==> src/hdl/regression_gated_score_ratchet_defines.svh <==
// Assertion macros shared by the regression-gated score ratchet RTL.
// Depends on nothing; included by the files that carry concurrent checks.
`ifndef REGRESSION_GATED_SCORE_RATCHET_DEFINES_SVH
`define REGRESSION_GATED_SCORE_RATCHET_DEFINES_SVH

// The consequent must hold in the same cycle as the antecedent.
`define RGSR_ASSERT_HOLD(lbl, clk, rst_n, ante, cons) \
    lbl: assert property (@(posedge clk) disable iff (!(rst_n)) (ante) |-> (cons)) \
        else $error("rgsr: same-cycle check failed");

// The consequent must hold in the cycle after the antecedent.
`define RGSR_ASSERT_NEXT(lbl, clk, rst_n, ante, cons) \
    lbl: assert property (@(posedge clk) disable iff (!(rst_n)) (ante) |=> (cons)) \
        else $error("rgsr: next-cycle check failed");

`endif

==> src/hdl/rgsr_pkg.sv <==
// Package for the regression-gated score ratchet: sequencer states, codes
// and Q1.16 constants. Depends on nothing.
package rgsr_pkg;

    localparam int unsigned SCORE_W           = 17;
    localparam int unsigned DEF_HISTORY_DEPTH = 32;

    localparam logic [16:0] SCORE_ONE         = 17'd65536;
    localparam logic [7:0]  PAUSE_AFTER_RESET = 8'd3;
    localparam logic [7:0]  STRIKE_MAX        = 8'd255;

    localparam logic [1:0] OP_SUBMIT  = 2'd0;
    localparam logic [1:0] OP_RESUME  = 2'd1;
    localparam logic [1:0] OP_RESTART = 2'd2;

    localparam logic [1:0] DEC_ACCEPTED = 2'd0;
    localparam logic [1:0] DEC_ROLLBACK = 2'd1;
    localparam logic [1:0] DEC_SKIPPED  = 2'd2;
    localparam logic [1:0] DEC_CONTROL  = 2'd3;

    typedef enum logic [3:0] {
        S_IDLE,
        S_PUSH,
        S_OLDSQ,
        S_NEWSQ,
        S_ADDSQ,
        S_DISP,
        S_MNQ,
        S_MNS,
        S_PREP,
        S_DIV,
        S_SAT,
        S_DONE
    } t_state;

endpackage

==> src/hdl/regression_gated_score_ratchet.sv <==
// Top level of the regression-gated score ratchet: control, score ring memory,
// shared multiplier and restoring divider. Depends on rgsr_pkg and the defines header.
`include "regression_gated_score_ratchet_defines.svh"

// Each input beat is one command: submit a Q1.16 score (inputs above 1.0
// saturate to 1.0), resume from pause, or restart with a baseline. A submit
// that does not fall below the current score is accepted and pushed into a
// ring of the last HISTORY_DEPTH accepted scores; a lower one is rolled back
// and counts a strike, and enough consecutive strikes latch a pause during
// which submits are skipped. Every command yields exactly one report beat,
// whose dispersion field is floor((n*Q - S*S) / (n*S)) over the ring,
// saturated at 1.0 and zero for fewer than two entries or a zero sum. The
// block holds one command at a time and drops o_s_tready until the report
// has been moved into the output register, which may still wait for the
// downstream side while the next command is already being worked on. A command
// passes through the ring update (read-before-write of the oldest entry and two
// squarings; not taken when nothing is pushed into the ring), the three
// products on the shared multiplier, then one quotient bit per cycle from the
// restoring divider, 2*(17+log2 depth) bits wide (44 at the default depth of
// 32), and then saturation and the hand-off to the output register; commands
// with a flat or tiny ring skip the divider.
module regression_gated_score_ratchet #(
    parameter int unsigned HISTORY_DEPTH = rgsr_pkg::DEF_HISTORY_DEPTH,
    localparam int unsigned CW       = $clog2(HISTORY_DEPTH + 1),
    localparam int unsigned OUT_BITS = 177 + CW,
    localparam int unsigned OUT_W    = ((OUT_BITS + 7) / 8) * 8
) (
    input  logic             i_clk,
    input  logic             i_rst_n,
    // Configuration: pause_after register.
    input  logic             i_cfg_wr_en,
    input  logic [7:0]       i_cfg_wr_data,
    // Command stream.
    input  logic             i_s_tvalid,
    output logic             o_s_tready,
    input  logic [23:0]      i_s_tdata,   // [16:0] score, rest zero
    input  logic [1:0]       i_s_tuser,   // [1:0] opcode
    // Report stream.
    output logic             o_m_tvalid,
    input  logic             i_m_tready,
    // From bit 0 up: cycle number 32, level before 17, level after 17, delta 18,
    // decision 2, pause hit 1, paused 1, strike count 8, dispersion 17,
    // ring entries CW, accepts 32, rollbacks 32, zero fill.
    output logic [OUT_W-1:0] o_m_tdata
);

    localparam int unsigned SCW  = rgsr_pkg::SCORE_W;
    localparam int unsigned LG   = $clog2(HISTORY_DEPTH);
    localparam int unsigned HW   = LG;
    localparam int unsigned SW   = SCW + LG;          // ring sum
    localparam int unsigned QW   = 2 * SCW - 1 + LG;  // ring sum of squares
    localparam int unsigned NUMW = 2 * SW;            // dividend
    localparam int unsigned DW   = CW + SW;           // divisor n*S
    localparam int unsigned MAW  = QW;
    localparam int unsigned MBW  = SW;
    localparam int unsigned PW   = MAW + MBW;
    localparam int unsigned STW  = $clog2(NUMW);
    localparam int unsigned DISP_LO = 96;

    rgsr_pkg::t_state r_state, n_state;

    // Architectural state.
    logic [7:0]    r_pause_after;
    logic [SCW-1:0] r_cur;
    logic          r_paused;
    logic [7:0]    r_strikes;
    logic [31:0]   r_cycles;
    logic [31:0]   r_acc_total;
    logic [31:0]   r_rb_total;
    logic [HW-1:0] r_head;
    logic [CW-1:0] r_count;
    logic [SW-1:0] r_sum;
    logic [QW-1:0] r_sq;
    logic          r_zero_ok;

    // Score ring memory and its read register.
    logic [SCW-1:0] r_ring [HISTORY_DEPTH];
    logic [SCW-1:0] r_rd;

    // Per-command working registers.
    logic [SCW-1:0] r_v;
    logic           r_old_ok;
    logic [31:0]    r_rep_cyc;
    logic [SCW-1:0] r_rep_before;
    logic [17:0]    r_rep_delta;
    logic [1:0]     r_rep_dec;
    logic           r_rep_now;
    logic [PW-1:0]  r_prod;
    logic [NUMW-1:0] r_num;
    logic [NUMW-1:0] r_den;
    logic [DW-1:0]  r_dvs;
    logic [DW:0]    r_rem;
    logic [STW-1:0] r_step;
    logic [SCW-1:0] r_disp;

    // Output register.
    logic             r_out_valid;
    logic [OUT_W-1:0] r_out_data;

    // Combinational helpers.
    logic             accept;
    logic [SCW-1:0]   sat;
    logic [17:0]      n_delta;
    logic [7:0]       n_strikes;
    logic             is_submit_live;
    logic             submit_ok;
    logic [SCW-1:0]   old_val;
    logic [MAW-1:0]   m_a;
    logic [MBW-1:0]   m_b;
    logic [PW-1:0]    m_p;
    logic [DW:0]      rem_sh;
    logic             rem_ge;
    logic             out_load;
    logic [OUT_W-1:0] n_out;
    logic [HW-1:0]    head_nxt;

    assign accept     = i_s_tvalid && o_s_tready;
    assign o_s_tready = (r_state == rgsr_pkg::S_IDLE);
    assign o_m_tvalid = r_out_valid;
    assign o_m_tdata  = r_out_data;
    assign out_load   = (r_state == rgsr_pkg::S_DONE) && (!r_out_valid || i_m_tready);

    assign sat = (i_s_tdata[SCW-1:0] > rgsr_pkg::SCORE_ONE) ? rgsr_pkg::SCORE_ONE
                                                             : i_s_tdata[SCW-1:0];
    assign n_delta        = {1'b0, sat} - {1'b0, r_cur};
    assign n_strikes      = (r_strikes == rgsr_pkg::STRIKE_MAX) ? r_strikes
                                                                : r_strikes + 8'd1;
    assign is_submit_live = (i_s_tuser == rgsr_pkg::OP_SUBMIT) && !r_paused;
    assign submit_ok      = (sat >= r_cur);
    assign old_val        = r_old_ok ? r_rd : '0;
    assign head_nxt = (r_head == HW'(HISTORY_DEPTH - 1)) ? '0 : r_head + HW'(1);

    // The shared multiplier: one product per cycle, always registered.
    always_comb begin
        m_a = '0;
        m_b = '0;
        case (r_state)
            rgsr_pkg::S_OLDSQ: begin
                m_a = MAW'(old_val);
                m_b = MBW'(old_val);
            end
            rgsr_pkg::S_NEWSQ: begin
                m_a = MAW'(r_v);
                m_b = MBW'(r_v);
            end
            rgsr_pkg::S_DISP: begin
                m_a = MAW'(r_sum);
                m_b = r_sum;
            end
            rgsr_pkg::S_MNQ: begin
                m_a = r_sq;
                m_b = MBW'(r_count);
            end
            rgsr_pkg::S_MNS: begin
                m_a = MAW'(r_sum);
                m_b = MBW'(r_count);
            end
            default: begin
                m_a = '0;
                m_b = '0;
            end
        endcase
    end
    assign m_p = PW'(m_a) * PW'(m_b);

    // One restoring division step.
    assign rem_sh = {r_rem[DW-1:0], r_num[NUMW-1]};
    assign rem_ge = (rem_sh >= {1'b0, r_dvs});

    // Report word.
    always_comb begin
        n_out = '0;
        n_out[OUT_BITS-1:0] = {r_rb_total, r_acc_total, r_count, r_disp, r_strikes,
                               r_paused, r_rep_now, r_rep_dec, r_rep_delta, r_cur,
                               r_rep_before, r_rep_cyc};
    end

    // Sequencer state register.
    always_ff @(posedge i_clk) begin
        if (!i_rst_n) begin
            r_state <= rgsr_pkg::S_IDLE;
        end else begin
            r_state <= n_state;
        end
    end

    // Sequencer next state.
    always_comb begin
        n_state = r_state;
        case (r_state)
            rgsr_pkg::S_IDLE: begin
                if (accept) begin
                    if ((i_s_tuser == rgsr_pkg::OP_RESTART) ||
                        (is_submit_live && submit_ok)) begin
                        n_state = rgsr_pkg::S_PUSH;
                    end else begin
                        n_state = rgsr_pkg::S_DISP;
                    end
                end
            end
            rgsr_pkg::S_PUSH:  n_state = rgsr_pkg::S_OLDSQ;
            rgsr_pkg::S_OLDSQ: n_state = rgsr_pkg::S_NEWSQ;
            rgsr_pkg::S_NEWSQ: n_state = rgsr_pkg::S_ADDSQ;
            rgsr_pkg::S_ADDSQ: n_state = rgsr_pkg::S_DISP;
            rgsr_pkg::S_DISP: begin
                if ((r_count < CW'(2)) || (r_sum == '0)) begin
                    n_state = rgsr_pkg::S_DONE;
                end else begin
                    n_state = rgsr_pkg::S_MNQ;
                end
            end
            rgsr_pkg::S_MNQ:  n_state = rgsr_pkg::S_MNS;
            rgsr_pkg::S_MNS:  n_state = rgsr_pkg::S_PREP;
            rgsr_pkg::S_PREP: begin
                if (r_num <= r_den) begin
                    n_state = rgsr_pkg::S_DONE;
                end else begin
                    n_state = rgsr_pkg::S_DIV;
                end
            end
            rgsr_pkg::S_DIV: begin
                if (r_step == STW'(NUMW - 1)) begin
                    n_state = rgsr_pkg::S_SAT;
                end
            end
            rgsr_pkg::S_SAT: n_state = rgsr_pkg::S_DONE;
            rgsr_pkg::S_DONE: begin
                if (out_load) begin
                    n_state = rgsr_pkg::S_IDLE;
                end
            end
            default: n_state = rgsr_pkg::S_IDLE;
        endcase
    end

    // Ring memory: the oldest entry is read out as the new score is written.
    always_ff @(posedge i_clk) begin
        if (r_state == rgsr_pkg::S_PUSH) begin
            r_rd           <= r_ring[r_head];
            r_ring[r_head] <= r_v;
        end
    end

    // Control state: scores, counters, ring bookkeeping and output register.
    always_ff @(posedge i_clk) begin
        if (!i_rst_n) begin
            r_pause_after <= rgsr_pkg::PAUSE_AFTER_RESET;
            r_cur         <= '0;
            r_paused      <= 1'b0;
            r_strikes     <= '0;
            r_cycles      <= '0;
            r_acc_total   <= '0;
            r_rb_total    <= '0;
            r_head        <= HW'(1);
            r_count       <= CW'(1);
            r_sum         <= '0;
            r_sq          <= '0;
            r_zero_ok     <= 1'b0;
            r_out_valid   <= 1'b0;
        end else begin
            if (i_cfg_wr_en) begin
                r_pause_after <= i_cfg_wr_data;
            end

            if (out_load) begin
                r_out_valid <= 1'b1;
            end else if (i_m_tready) begin
                r_out_valid <= 1'b0;
            end

            case (r_state)
                rgsr_pkg::S_IDLE: begin
                    if (accept) begin
                        case (i_s_tuser)
                            rgsr_pkg::OP_SUBMIT: begin
                                if (!r_paused) begin
                                    r_cycles <= r_cycles + 32'd1;
                                    if (submit_ok) begin
                                        r_cur       <= sat;
                                        r_strikes   <= '0;
                                        r_acc_total <= r_acc_total + 32'd1;
                                    end else begin
                                        r_strikes  <= n_strikes;
                                        r_rb_total <= r_rb_total + 32'd1;
                                        if (n_strikes >= r_pause_after) begin
                                            r_paused <= 1'b1;
                                        end
                                    end
                                end
                            end
                            rgsr_pkg::OP_RESUME: begin
                                r_paused  <= 1'b0;
                                r_strikes <= '0;
                            end
                            rgsr_pkg::OP_RESTART: begin
                                r_cur       <= sat;
                                r_paused    <= 1'b0;
                                r_strikes   <= '0;
                                r_cycles    <= '0;
                                r_acc_total <= '0;
                                r_rb_total  <= '0;
                                r_head      <= '0;
                                r_count     <= '0;
                                r_sum       <= '0;
                                r_sq        <= '0;
                            end
                            default: begin
                            end
                        endcase
                    end
                end
                rgsr_pkg::S_PUSH: begin
                    if (r_count != CW'(HISTORY_DEPTH)) begin
                        r_count <= r_count + CW'(1);
                    end
                    if (r_head == '0) begin
                        r_zero_ok <= 1'b1;
                    end
                    r_head <= head_nxt;
                end
                rgsr_pkg::S_OLDSQ: begin
                    r_sum <= r_sum - SW'(old_val) + SW'(r_v);
                end
                rgsr_pkg::S_NEWSQ: begin
                    r_sq <= r_sq - r_prod[QW-1:0];
                end
                rgsr_pkg::S_ADDSQ: begin
                    r_sq <= r_sq + r_prod[QW-1:0];
                end
                default: begin
                end
            endcase
        end
    end

    // Working registers of the current command; no reset needed.
    always_ff @(posedge i_clk) begin
        r_prod <= m_p;
        if (accept) begin
            r_v          <= sat;
            r_rep_cyc    <= r_cycles;
            r_rep_before <= r_cur;
            r_rep_delta  <= is_submit_live ? n_delta : '0;
            r_rep_now    <= is_submit_live && !submit_ok && (n_strikes >= r_pause_after);
            if (i_s_tuser == rgsr_pkg::OP_SUBMIT) begin
                if (r_paused) begin
                    r_rep_dec <= rgsr_pkg::DEC_SKIPPED;
                end else if (submit_ok) begin
                    r_rep_dec <= rgsr_pkg::DEC_ACCEPTED;
                end else begin
                    r_rep_dec <= rgsr_pkg::DEC_ROLLBACK;
                end
            end else begin
                r_rep_dec <= rgsr_pkg::DEC_CONTROL;
            end
        end
        case (r_state)
            rgsr_pkg::S_PUSH: begin
                r_old_ok <= (r_count == CW'(HISTORY_DEPTH)) && ((r_head != '0) || r_zero_ok);
            end
            rgsr_pkg::S_DISP: begin
                r_disp <= '0;
            end
            rgsr_pkg::S_MNQ: begin
                r_den <= r_prod[NUMW-1:0];
            end
            rgsr_pkg::S_MNS: begin
                r_num <= r_prod[NUMW-1:0];
            end
            rgsr_pkg::S_PREP: begin
                r_dvs  <= r_prod[DW-1:0];
                r_num  <= r_num - r_den;
                r_rem  <= '0;
                r_step <= '0;
            end
            rgsr_pkg::S_DIV: begin
                r_rem  <= rem_ge ? (rem_sh - {1'b0, r_dvs}) : rem_sh;
                r_num  <= {r_num[NUMW-2:0], rem_ge};
                r_step <= r_step + STW'(1);
            end
            rgsr_pkg::S_SAT: begin
                r_disp <= (r_num > NUMW'(rgsr_pkg::SCORE_ONE)) ? rgsr_pkg::SCORE_ONE
                                                               : r_num[SCW-1:0];
            end
            default: begin
            end
        endcase
        if (out_load) begin
            r_out_data <= n_out;
        end
    end

    // Checks.
    `RGSR_ASSERT_NEXT(a_busy_after_accept, i_clk, i_rst_n, accept, !o_s_tready)
    `RGSR_ASSERT_HOLD(a_count_range, i_clk, i_rst_n, r_state == rgsr_pkg::S_IDLE,
        (r_count != '0) && (r_count <= CW'(HISTORY_DEPTH)))
    `RGSR_ASSERT_HOLD(a_rem_below_dvs, i_clk, i_rst_n, r_state == rgsr_pkg::S_DIV,
        r_rem < {1'b0, r_dvs})
    `RGSR_ASSERT_HOLD(a_disp_range, i_clk, i_rst_n, o_m_tvalid,
        r_out_data[DISP_LO+SCW-1:DISP_LO] <= rgsr_pkg::SCORE_ONE)

endmodule
==> config.mk <==
export PLATFORM = sky130hd
export DESIGN_NAME = regression_gated_score_ratchet
export DESIGN_NICKNAME = d
export VERILOG_FILES = /design/src/hdl/rgsr_pkg.sv /design/src/hdl/regression_gated_score_ratchet.sv
export VERILOG_INCLUDE_DIRS = /design/src /design/src/hdl
export SDC_FILE = /design/constraint.sdc
export NUM_CORES = 2
export LEC_CHECK = 0
export BUFFER_PORTS_ARGS = -buffer_cell sky130_fd_sc_hd__buf_2
export CORE_MARGIN = 1.5
export CORE_UTILIZATION = 35
export CTS_CLUSTER_DIAMETER = 50
export DETAILED_ROUTE_END_ITERATION = 10
export SETUP_SLACK_MARGIN = 0.4
export SKIP_LAST_GASP = 1
export SLEW_MARGIN = 20
export SYNTH_ARGS = -nofsm -noshare
export SYNTH_HDL_FRONTEND = slang
export SYNTH_SLANG_ARGS = --single-unit
==> constraint.sdc <==
create_clock -name i_clk -period 20.3 [get_ports i_clk]
set_clock_uncertainty 0.1 [all_clocks]
set_input_delay 1.015 -clock i_clk [delete_from_list [all_inputs] [get_ports i_clk]]
set_output_delay 1.015 -clock i_clk [all_outputs]
set_load 0.05 [all_outputs]
# Word level (Yosys, flattened, before mapping)
# Memories as Yosys holds them, arrays and structs flattened. A register that Yosys moved wholly into a read port is not among the register bits.
# Index checks and enable logic that the tools add are counted.
[totals]
rom_bits = 0
memories = 1
latch_bits = 0
ff_bits = 689
word_cells = 179
ramBits = 544
inputBits = 39
[mem_list]
columns = ["name", "depth", "word_bits", "rd", "rd_ports_with_merged_regs", "wr", "line", "text"]
rows = [
  ["r_ring", 32, 17, 1, 1, 1, "regression_gated_score_ratchet.sv:77", "logic [SCW-1:0] r_ring [HISTORY_DEPTH];"],
]
[op_classes]
n_div = 0
n_mux = 56
n_shift = 0
n_bitwise = 1
n_addsub = 14
n_reduce_logical = 43
n_eq_ne = 26
order_cmp = 7
mul = 1
[op_table]
columns = ["cell", "n"]
rows = [
  ["$pmux 32 s2", 3],
  ["$mux 32", 5],
  ["$pmux 38 s4", 1],
  ["$pmux 44 s3", 1],
  ["$pmux 38 s3", 1],
  ["$add 32x1->32 const B", 3],
  ["$pmux 22 s4", 1],
  ["$mux 17", 5],
  ["$mux 38", 2],
  ["$pmux 17 s2", 2],
  ["$pmux 28 s2", 1],
  ["$pmux 4 s12", 1],
  ["$gt 44x17->1 const B", 1],
  ["$le 44x44->1", 1],
  ["$mul 38x22->44", 1],
  ["$mux 22", 2],
  ["$pmux 22 s2", 1],
  ["$sub 44x44->44", 1],
  ["$add 38x38->38", 1],
  ["$sub 38x38->38", 1],
  ["$ge 29x28->1", 1],
  ["$mux 28", 1],
  ["$sub 28x28->28", 1],
  ["$mux 8", 3],
  ["other kinds (48)", 107],
]

# Logic depth before layout (Yosys ltp)
[logic_depth]
ltp_word = 8
mapped_depth = 35

# Least setup slack after synthesis
# Ideal clock, no wire load.
[synth_path]
kind = "input to register"
startpoint = "in i_m_tready"
endpoint = "reg r_out_data[0] (netlist: o_m_tdata[0]) (enable)"
required_ps = 19453
setup_slack_ps = 10279
t_arrival_ps = 9174
cell_stages = 2
path_buffers = 0
setup_ps = 747
cell_sequence = "nand2b_1 > nor2b_1"
[synth_between]
elab_chain_len = 2
[synth_rtl]
columns = ["element", "line", "text"]
rows = [
  ["from (decl)", "regression_gated_score_ratchet.sv:40", "input logic i_m_tready,"],
  ["$logic_or 1x1->1", "regression_gated_score_ratchet.sv:121", "assign out_load = (r_state == rgsr_pkg::S_DONE) && (!r_out_valid || i_m_tready);"],
  ["$logic_and 1x1->1", "regression_gated_score_ratchet.sv:121", ""],
  ["via out_load", "regression_gated_score_ratchet.sv:113", "logic out_load;"],
  ["to (signal assigned)", "regression_gated_score_ratchet.sv:389", "r_out_data <= n_out;"],
  ["to (decl)", "regression_gated_score_ratchet.sv:98", "logic [OUT_W-1:0] r_out_data;"],
]
# The timed path passes the listed nets, and every way through them passes these cells.
# A chain may end at the register's enable or synchronous reset.

# Worst setup path in the final report
[layout_path]
startpoint = "reg r_state[2]"
endpoint = "reg r_prod[42]"
[layout_between]
elab_chain_len = 4
[layout_rtl]
columns = ["element", "line", "text"]
rows = [
  ["from (decl)", "regression_gated_score_ratchet.sv:60", "rgsr_pkg::t_state r_state, n_state;"],
  ["from (signal assigned)", "regression_gated_score_ratchet.sv:181", "r_state <= rgsr_pkg::S_IDLE;"],
  ["from (signal assigned)", "regression_gated_score_ratchet.sv:183", "r_state <= n_state;"],
  ["$eq 4x3->1", "regression_gated_score_ratchet.sv:137", "case (r_state)"],
  ["$reduce_or 2->1 (no source line)", "-", ""],
  ["$pmux 38 s4 or $pmux 22 s4 (tied branches)", "regression_gated_score_ratchet.sv:137", ""],
  ["$mul 38x22->44 *", "regression_gated_score_ratchet.sv:164", "assign m_p = PW'(m_a) * PW'(m_b);"],
  ["via m_p[42]", "regression_gated_score_ratchet.sv:110", "logic [PW-1:0] m_p;"],
  ["to (signal assigned)", "regression_gated_score_ratchet.sv:338", "r_prod <= m_p;"],
  ["to (decl)", "regression_gated_score_ratchet.sv:88", "logic [PW-1:0] r_prod;"],
]
# The timed path passes the listed nets; every way through them passes the cells marked *.

==> impl_metrics.csv <==
group,metric,value,unit
timing,min_period,9.69,ns
floorplan,ios,225,
timing,fmaxAchievable,103,MHz
detailed_routing,wl_met2,93400,µm
timing,slew_headroom,26.6,%
layout,fin_area,85300,µm²
layout,drive_gt1_share,11.1,%
pwr,power_leakage,33.7,nW
layout,final_common_cell,"edfxtp_1",
worst_setup_path,crit_required,20.88,ns
layout,num-nets-final,7652,
global_routing,grt_max_degree,77,
timing,hold_viol_final,0,
detailed_routing,num_vias,49700,
worst_setup_path,startpoint,"r_state[2]$_SDFFE_PN0P_",
clock_tree,cts_num_sinks,1250,
pwr,p_int,0.00639,W
pwr,irDropWorstVdd,0.131,mV
synth,syn_area_per_cell,11.8,µm²
clock_tree,cts-buffers-inserted,143,
worst_setup_path,crit_path_end_kind,"flip-flop",
flow_run,drv_cap,0,
floorplan,die_area,218000,µm²
clock_tree,ctsResizeCount,0,
worst_setup_path,critPathKind,"flip-flop to flip-flop",
timing,setup_tns,0,ns
detailed_routing,first_iter_violations,4150,
timing,rsz0062_at_grt,"no",
synth,seq_area_frac_synth,46.6,%
clock_tree,insertion_delay,0.79,ns
pwr,swShare,38.7,%
detailed_routing,top_layer,"met5",
synth,synth_edf_count,999,
timing,maxSlewViolCount,0,
detailed_routing,met3_wirelength,12700,µm
global_routing,grt_use_total,18.2,%
global_routing,grt_pass1_vias,50700,
synth,ys_warn_count,0,
place,dpl.hpwl,145000,µm
pwr,powerDensity,122,nW/µm²
detailed_routing,wl_per_cell,20.6,µm
detailed_routing,viasPerCell,5.15,
global_routing,grt_overflow_total,0,
floorplan,fp-row-count,169,
floorplan,initial_core_util,35.3,%
detailed_routing,drcViolationCount,0,
place,numPortBuffers,216,
clock_tree,holdBufCountCts,0,
floorplan,die_w,466,µm
clock_tree,cts_tree,"yes",
worst_setup_path,crit_arrival,10.27,ns
hold_path,holdCritStartpoint,"r_rep_before[11]$_DFFE_PP_",
synth,synth_ff_type,"edfxtp_1",
worst_setup_path,timing.rr.start,"r_state[2]$_SDFFE_PN0P_",
timing,period_share,47.8,%
synth,synth_cells,6349,
detailed_routing,drtAntennaViolNets,0,
detailed_routing,routed_wl,199000,µm
place,placed_area,80400,µm²
synth,synth_seq_cells,1250,
worst_setup_path,crit_top_cell,"fa_1",
layout,final_cell_mix,"999 x edfxtp_1, 838 x inv_1, 639 x nand2_1, 621 x fa_1, 390 x nor2_1",
clock_tree,cts_setup_buffers,0,
worst_setup_path,start_kind,"flip-flop",
synth,async_flop_share,0,%
clock_tree,path_clk_slew,0.06,ns
detailed_routing,firstDrtPassIters,6,
pwr,comb_power_share,41.9,%
pwr,p_clk_share,25.4,%
timing,setup_viol,0,
synth,syn_area,75200,µm²
hold_path,hold_path_class,"flip-flop to flip-flop",
pwr,p_seq_share,32.8,%
pwr,switchingPower,0.00403,W
layout,area_growth,13.5,%
worst_setup_path,critPathMaxFanout,45,
clock_tree,clk_path_buf_depth,3,
worst_setup_path,crit_path_max_incr_delay,0.77,ns
global_routing,antenna_found_initial,5,
clock_tree,h-tree-depth,4,
floorplan,die_h,466,µm
synth,synth.distinct_cells,83,
place,gp_congestion,0.934,
timing,worst_pin_slew,1.09,ns
floorplan,core_area,213000,µm²
detailed_routing,wl_met1,86200,µm
status,outcome,"completed",
global_routing,grt_pass1_wl,306000,µm
worst_setup_path,cp_slowest_cell,"inv_1",
clock_tree,cts-root-buf,"clkbuf_16",
-- sequential cells by signal, summed over array words and instances, names as in the netlist, 18 cells and up --
register / cells
o_m_tdata: 183
r_acc_total: 32
r_cycles: 32
r_den: 44
r_dvs: 28
r_num: 44
r_prod: 44
r_rb_total: 32
r_rem: 28
r_rep_cyc: 32
r_rep_delta: 18
r_ring: 544
r_sq: 38
r_sum: 22
-- cells in the mapped netlist (all sizes together) (22+ instances only) --
cell      n  area [µm²]
a21boi   34         255
a21o    106         796
a21oi   280        1410
a221o    27         270
a221oi   28         245
a22oi   108         811
and2     80         500
and3     69         432
buf      40         165
clkbuf  204         766
dfxtp   251        5020
edfxtp  999       30000
fa      621       12400
ha      278        3480
inv     842        3160
mux4    136        3060
nand2   641        2410
nand2b   36         225
nand3   103         515
nand4    60         375
nor2    395        1490
nor2b    80         508
nor3     61         305
nor4     36         225
o21a     41         309
o21ai   172         868
o21bai   22         165
o31ai    29         223
or3      54         338
xnor2   152        1330
xor2    109         955
-- logic make-up after synthesis --
family          Yosys count  synth area share [%]
compound gates         1009                  8.92
other cells               2               0.00999
flops                  1250                  46.6
buf+inv                1089                  5.46
mux                     152                  4.29
xor+xnor                261                  3.04
simple gates           1687                  10.5
fa+ha+maj               899                  21.2
-- power by group through the flow --
| stage | clock, W | sequential, W | combinational, W |
|---|---|---|---|
| floorplan | 0 | 0.00337 | 0.00306 |
| global placement | 0 | 0.00345 | 0.00423 |
| global route | 0.00280 | 0.00344 | 0.00483 |
| finish | 0.00264 | 0.00341 | 0.00436 |
| detailed placement | 0 | 0.00346 | 0.00431 |
| CTS | 0.00270 | 0.00341 | 0.00434 |
-- metal layers --
layer	global-route usage, %	vias to the layer above
met5	0	-
met1	24.4	25200
li1	-	22600
met2	29.6	1546
met3	3.13	312
met4	6.50	2
-- critical path: cells and delay by family, from the launching register on --
| family | cells | cell delay (ns) |
|---|---|---|
| AO/OA/AOI/OAI | 9 | 2.09 |
| XOR/XNOR | 1 | 0.14 |
| adder cells (fa/ha/maj) | 8 | 3.82 |
| buffers and inverters | 4 | 1.57 |
| flip-flops | 1 | 0.58 |
| AND/OR/NAND/NOR | 5 | 1.24 |
-- final cells by class --
class	count	area [µm²]
multi-input cells	4129	36600
repair buffers	345	2050
inverters	845	3170
clock inverters	91	1120
diodes	3	7.51
fillers	20100	127000
well taps	2821	3530
clock buffers	172	3800
flip-flops and latches	1250	35000
-- stage by stage --
stage / power (W) / instances / worst slack [ns] / hold WS, ns / util (%)
after floorplan: 0.00643 / 6468 / 10.28 / 0.300 / -
after global placement: 0.00769 / 9388 / 10.82 / 0.302 / 37.8
after detailed placement: 0.00778 / 9389 / 10.73 / 0.305 / 37.8
after CTS: 0.0104 / 9652 / 10.66 / 0.297 / 40.1
after global routing: 0.0111 / 9655 / 10.23 / 0.322 / 40.1
final: 0.0104 / 9656 / 10.61 / 0.312 / 40.1
-- worst paths after layout --
| check | endpoint | slack [ns] | depth (start not counted) |
|---|---|---|---|
| min reg2reg | o_m_tdata[43]$_DFFE_PP_ | 0.31 | 0 |
| max reg2reg | r_prod[42]$_DFF_P_ | 10.61 | 27 |
| min | o_m_tdata[43]$_DFFE_PP_ | 0.31 | 0 |
| max | r_prod[42]$_DFF_P_ | 10.61 | 27 |
Power figures use the tool's default switching activity.
